**src/art_pkg.sv**
```systemverilog
// shared constants and types for the address resolution table
`default_nettype none
package art_pkg;

	localparam int TABLE_ENTRIES = 16;
	localparam int IP_W = 32;
	localparam int MAC_W = 48;
	localparam int SLOT_W = 4;

	localparam logic OP_LOOKUP = 1'b0;
	localparam logic OP_UPDATE = 1'b1;

	// request and its partial answer as it travels down the row of cells
	typedef struct packed {
		logic              opcode;
		logic [IP_W-1:0]   ip_address;
		logic [MAC_W-1:0]  mac_address;
		logic              found;
		logic [MAC_W-1:0]  mac_result;
		logic [SLOT_W-1:0] slot_index;
	} art_tok_t;

endpackage
`default_nettype wire

```
**src/address_resolution_table.sv**
```systemverilog
// address resolution table top level: request register, row of slot cells, result register
//
// input channel: in_valid/in_ready with opcode, ip_address, mac_address per beat.
//   opcode lookup returns the mac of the lowest valid slot holding ip_address;
//   opcode update writes the lowest slot that is free or already holds the address.
// output channel: out_valid/out_ready with found, mac_result, slot_index, one beat per
//   input beat, in order. a miss or a dropped update (table full) gives all zeros.
// path: a request is held in the request register, then in each slot cell in turn from
//   slot 0 upward, then in the result register.
// occupancy: one request in the row at a time; the next request is taken only once
//   the previous one has walked through all the cells.
// in_ready rises as the previous request reaches the result register, and stays up
//   even while that result waits to be taken.
// stall: while a result waits and out_ready is low, the whole row holds until
//   out_ready takes the waiting beat; nothing is lost.
// reset: arst_n clears all valid marks and the handshake state at once; no clearing
//   pass is needed and in_ready is high as soon as reset is released.
`default_nettype none
module address_resolution_table (
	input  wire logic                        clk,
	input  wire logic                        arst_n,
	input  wire logic                        in_valid,
	output logic                             in_ready,
	input  wire logic                        opcode,
	input  wire logic [art_pkg::IP_W-1:0]    ip_address,
	input  wire logic [art_pkg::MAC_W-1:0]   mac_address,
	output logic                             out_valid,
	input  wire logic                        out_ready,
	output logic                             found,
	output logic [art_pkg::MAC_W-1:0]        mac_result,
	output logic [art_pkg::SLOT_W-1:0]       slot_index
);
	import art_pkg::*;

	logic                   busy_q;
	logic                   req_vld_q;
	art_tok_t               req_q;
	logic                   out_valid_q;
	logic                   found_q;
	logic [MAC_W-1:0]       mac_result_q;
	logic [SLOT_W-1:0]      slot_index_q;
	logic                   advance;
	logic                   in_beat;
	logic                   done;
	logic [TABLE_ENTRIES:0] vld;
	art_tok_t               tok [TABLE_ENTRIES+1];

	assign in_beat  = in_valid && in_ready;
	assign in_ready = !busy_q;
	// hold the row whenever a result waits and out_ready is low
	assign advance  = !(out_valid_q && !out_ready);
	assign done     = vld[TABLE_ENTRIES] && advance;

	assign vld[0] = req_vld_q;
	assign tok[0] = req_q;

	for (genvar k = 0; k < TABLE_ENTRIES; k++) begin : g_cell
		art_cell u_cell (
			.clk       (clk),
			.arst_n    (arst_n),
			.advance   (advance),
			.slot_id   (SLOT_W'(k)),
			.tok_vld_i (vld[k]),
			.tok_i     (tok[k]),
			.tok_vld_o (vld[k+1]),
			.tok_o     (tok[k+1])
		);
	end

	always_ff @(posedge clk or negedge arst_n) begin
		if (!arst_n) begin
			busy_q      <= 1'b0;
			req_vld_q   <= 1'b0;
			out_valid_q <= 1'b0;
		end else begin
			if (in_beat) begin
				busy_q    <= 1'b1;
				req_vld_q <= 1'b1;
			end else begin
				if (advance) begin
					req_vld_q <= 1'b0;
				end
				if (done) begin
					busy_q <= 1'b0;
				end
			end
			if (done) begin
				out_valid_q <= 1'b1;
			end else if (out_ready) begin
				out_valid_q <= 1'b0;
			end
		end
	end

	always_ff @(posedge clk) begin
		if (in_beat) begin
			req_q.opcode      <= opcode;
			req_q.ip_address  <= ip_address;
			req_q.mac_address <= mac_address;
			req_q.found       <= 1'b0;
			req_q.mac_result  <= '0;
			req_q.slot_index  <= '0;
		end
		if (done) begin
			found_q      <= tok[TABLE_ENTRIES].found;
			mac_result_q <= tok[TABLE_ENTRIES].mac_result;
			slot_index_q <= tok[TABLE_ENTRIES].slot_index;
		end
	end

	assign out_valid  = out_valid_q;
	assign found      = found_q;
	assign mac_result = mac_result_q;
	assign slot_index = slot_index_q;

	// one request in flight at most
	a_one_token: assert property (@(posedge clk) disable iff (!arst_n)
		$countones(vld) <= 1)
		else $error("more than one request in the row");

	// a request in the row is always accounted for by busy
	a_busy_cover: assert property (@(posedge clk) disable iff (!arst_n)
		(|vld) |-> busy_q)
		else $error("request in the row while not busy");

	// misses and drops carry an all-zero answer
	a_miss_zero: assert property (@(posedge clk) disable iff (!arst_n)
		(out_valid_q && !found_q) |-> (mac_result_q == '0 && slot_index_q == '0))
		else $error("nonzero payload on miss");

endmodule
`default_nettype wire

```
**src/art_cell.sv**
```systemverilog
// one table slot: holds an entry and serves the request passing through it
`default_nettype none
module art_cell (
	input  wire logic                   clk,
	input  wire logic                   arst_n,
	input  wire logic                   advance,
	input  wire logic [art_pkg::SLOT_W-1:0] slot_id,
	input  wire logic                   tok_vld_i,
	input  wire art_pkg::art_tok_t      tok_i,
	output logic                        tok_vld_o,
	output art_pkg::art_tok_t           tok_o
);
	import art_pkg::*;

	logic             valid_q;
	logic [IP_W-1:0]  ip_q;
	logic [MAC_W-1:0] mac_q;
	logic             tok_vld_q;
	art_tok_t         tok_q;
	art_tok_t         nxt;
	logic             hit;
	logic             wr;

	always_comb begin
		nxt = tok_i;
		wr  = 1'b0;
		hit = valid_q && (ip_q == tok_i.ip_address);
		// an earlier slot already answered: pass through untouched
		if (tok_vld_i && !tok_i.found) begin
			if (tok_i.opcode == OP_LOOKUP) begin
				if (hit) begin
					nxt.found      = 1'b1;
					nxt.mac_result = mac_q;
					nxt.slot_index = slot_id;
				end
			end else if (!valid_q || hit) begin
				wr             = 1'b1;
				nxt.found      = 1'b1;
				nxt.slot_index = slot_id;
			end
		end
	end

	always_ff @(posedge clk or negedge arst_n) begin
		if (!arst_n) begin
			valid_q   <= 1'b0;
			tok_vld_q <= 1'b0;
		end else if (advance) begin
			tok_vld_q <= tok_vld_i;
			if (wr) begin
				valid_q <= 1'b1;
			end
		end
	end

	always_ff @(posedge clk) begin
		if (advance) begin
			tok_q <= nxt;
			if (wr) begin
				ip_q  <= tok_i.ip_address;
				mac_q <= tok_i.mac_address;
			end
		end
	end

	assign tok_vld_o = tok_vld_q;
	assign tok_o     = tok_q;

	// entries are never removed
	a_valid_sticky: assert property (@(posedge clk) disable iff (!arst_n)
		valid_q |=> valid_q)
		else $error("slot valid mark dropped");

	// an update that reaches a free slot unanswered must claim it
	a_free_claimed: assert property (@(posedge clk) disable iff (!arst_n)
		(advance && tok_vld_i && !tok_i.found && tok_i.opcode == OP_UPDATE && !valid_q)
		|=> (valid_q && tok_vld_q && tok_q.found && tok_q.slot_index == slot_id))
		else $error("update passed a free slot");

endmodule
`default_nettype wire
```
**config.mk**
```make
export PLATFORM = sky130hd
export DESIGN_NAME = address_resolution_table
export DESIGN_NICKNAME = d
export VERILOG_FILES = /design/src/art_pkg.sv /design/src/address_resolution_table.sv /design/src/art_cell.sv
export SDC_FILE = /design/constraint.sdc
export NUM_CORES = 2
export LEC_CHECK = 0
export BUFFER_PORTS_ARGS = -buffer_cell sky130_fd_sc_hd__buf_2
export CORE_MARGIN = 4
export CORE_UTILIZATION = 56
export CTS_CLUSTER_DIAMETER = 40
export DETAILED_ROUTE_END_ITERATION = 8
export MAX_ROUTING_LAYER = met4
export PLACE_DENSITY_LB_ADDON = 0.15
export SYNTH_ARGS = -nofsm -noshare
export SYNTH_HDL_FRONTEND = slang
export SYNTH_HIERARCHICAL = 1
export SYNTH_SLANG_ARGS = --single-unit
```
**constraint.sdc**
```tcl
create_clock -name clk -period 20.6 [get_ports clk]
set_input_delay 4.12 -clock clk [delete_from_list [all_inputs] [get_ports clk]]
set_output_delay 4.12 -clock clk [all_outputs]
set_load 0.01 [all_outputs]
```
==> reports/qor.yml <==
grt:
  grt-busiest-layer: "met2"
  grt_use_total: 0.148
  grt_util_met1: 0.214
  antenna_found_initial: 2
  grtUsageMet3: 0.0318
  grt_pass1_wl_um: 273000
  first_global_vias: 50805
  overflow: 0
  grtUsageMet2: 0.215
  grt_max_degree: 190
timing:
  worst_slew_pin_slew_ns: 1.12
  fmax_mhz: 119
  period_share: 0.408
  period_needed_ns: 8.41
  drv_slew: 0
  grt_setup_unrepaired: "no"
  slew_headroom: 0.254
  fin_skew_ns: 0.0496
  fin_tns_setup_ns: 0
  final_hold_viol_count: 0
  setup_viol: 0
final_layout:
  utilization: 0.656
  design_area_um2: 146000
  num-fill-cells: 14419
  fin_nets: 6515
  drive_above_1_share: 0.197
  syn_to_final_growth_pct: 16.3
clock_network:
  cts_hold_buf: 0
  insertion_delay_ns: 0.96
  clock-root-buffer: "clkbuf_16"
  htree_levels: 5
  cts_tree: "yes"
  cts_sinks: 3512
  postCtsSetupRepairBufs: 0
  cts_made_buffers: 446
  clkTransAtPathRegs_ns: 0.06
  clockBufferDepth: 4
  ctsResizeCount: 0
place:
  placed_area_um2: 131000
  place.detailed.hpwl_um: 102000
  port_buffers: 139
  gp_congestion: 0.752
power_and_ir_drop:
  p_per_area_nw_per_um2: 128
  p_leak_nw: 51.8
  ir_drop_uv: 82.2
critical_path:
  critPathLaunchType: "input pin"
  critPathMaxFanout: 188
  end_kind: "flop"
  critPathRequiredTime_ns: 21.15
  path_class: "input pin to flop"
  worstPathArrival_ns: 8.95
  ff2ff_setup_slack_ns: 15.10
detailed_routing:
  drt_iter0_markers: 2754
  num_vias: 48495
  totalWireLength_um: 162000
  wire_per_inst_um: 16.6
  vias_per_cell: 4.96
  drt-pass1-iter-count: 5
  drc: 0
  drtAntennaViolNets: 0
synthesis:
  syn_area_per_cell_um2: 22.0
  syn_area_um2: 125000
  syn_inst: 5699
  ys_warn_count: 6
die:
  die_h_um: 481
  ioPinCount: 140
  core_region_area_um2: 223000
  die_w_um: 481
  die_area_um2: 232000
  fp-row-count: 173
  initial_core_util: 0.564
worst_hold_path:
  hold_class: "flop to flop"
run_status:
  status: "finished clean"
flow_run:
  drv_cap: 0
==> cell usage in the layout (no fill, tap or decap), types with 80 or more instances in the layout <==
cell / instances
mux2_1: 448
and3_1: 80
nand4_1: 128
xnor2_1: 512
conb_1: 187
edfxtp_1: 3477
mux2_4: 320
nand2_1: 112
buf_2: 139
nand3_1: 80
clkbuf_16: 451
==> final timing paths <==
check                                            start  cells past startpoint                          end
min in group asynchronous                       arst_n                      2    g_cell[14].u_cell/valid_q
min reg2reg                g_cell[15].u_cell/tok_o[21]                      0               mac_result[17]
max                                          out_ready                      7  g_cell[14].u_cell/tok_o[44]
max reg2reg                                  out_valid                      6  g_cell[14].u_cell/tok_o[44]
min                        g_cell[15].u_cell/tok_o[21]                      0               mac_result[17]
max in group asynchronous                       arst_n                      2   g_cell[4].u_cell/tok_vld_o
==> critical path, cell delays in order <==
cell      delay [ns]
buf_2           0.08
nand2b_4        0.51
buf_4           0.81
buf_4           0.70
buf_12          0.76
buf_12          0.62
buf_4           0.94
==> power breakdown <==
part / total [mW] / switching, mW / leakage (nW) / internal (mW)
sequential: 10.2 / 0.670 / 34.8 / 9.51
clock: 7.72 / 2.87 / 7.30 / 4.85
combinational: 0.795 / 0.266 / 9.75 / 0.529
==> registers in the layout (all words and copies together) (netlist names) <==
| signal | count |
|---|---|
| busy_q | 1 |
| found | 1 |
| g_cell.u_cell/ip_q | 512 |
| g_cell.u_cell/mac_q | 768 |
| g_cell.u_cell/tok_o | 2063 |
| g_cell.u_cell/tok_vld_o | 16 |
| g_cell.u_cell/valid_q | 16 |
| mac_result | 48 |
| out_valid | 1 |
| req_q | 81 |
| req_vld_q | 1 |
| slot_index | 4 |
==> per-layer routing <==
metal / up-vias / part of all wire
met4: 0 / 0.024
met5: - / 0
met1: 23449 / 0.48
met3: 329 / 0.043
met2: 802 / 0.45
li1: 23915 / -
==> layout make-up <==
| type | instances | area [µm²] | area share |
|---|---|---|---|
| flip-flops and latches | 3512 | 105000 | 0.722 |
| multi-input cells | 2258 | 20400 | 0.140 |
| clock buffers | 486 | 11500 | 0.0785 |
| clock inverters | 329 | 3810 | 0.0261 |
| well taps | 2975 | 3720 | 0.0255 |
| repair buffers | 194 | 1170 | 0.00803 |
| inverters | 18 | 67.6 | 0.000463 |
| diodes | 1 | 2.50 | 0.0000171 |
==> metrics by stage <==
| stage | std cells | hold slack [ns] | worst slack, ns | power [mW] |
|---|---|---|---|---|
| final | 9773 | 0.408 | 12.19 | 18.7 |
| after global routing | 9773 | 0.415 | 11.81 | 19.5 |
| after CTS | 9772 | 0.402 | 12.22 | 18.9 |
| after detailed placement | 8957 | 0.405 | 11.18 | 11.1 |
| after global placement | 8957 | 0.400 | 11.30 | 11.0 |
| after floorplan | 5884 | 0.400 | -2.15 | 10.7 |
No activity file was read; power rests on OpenSTA's default activity.
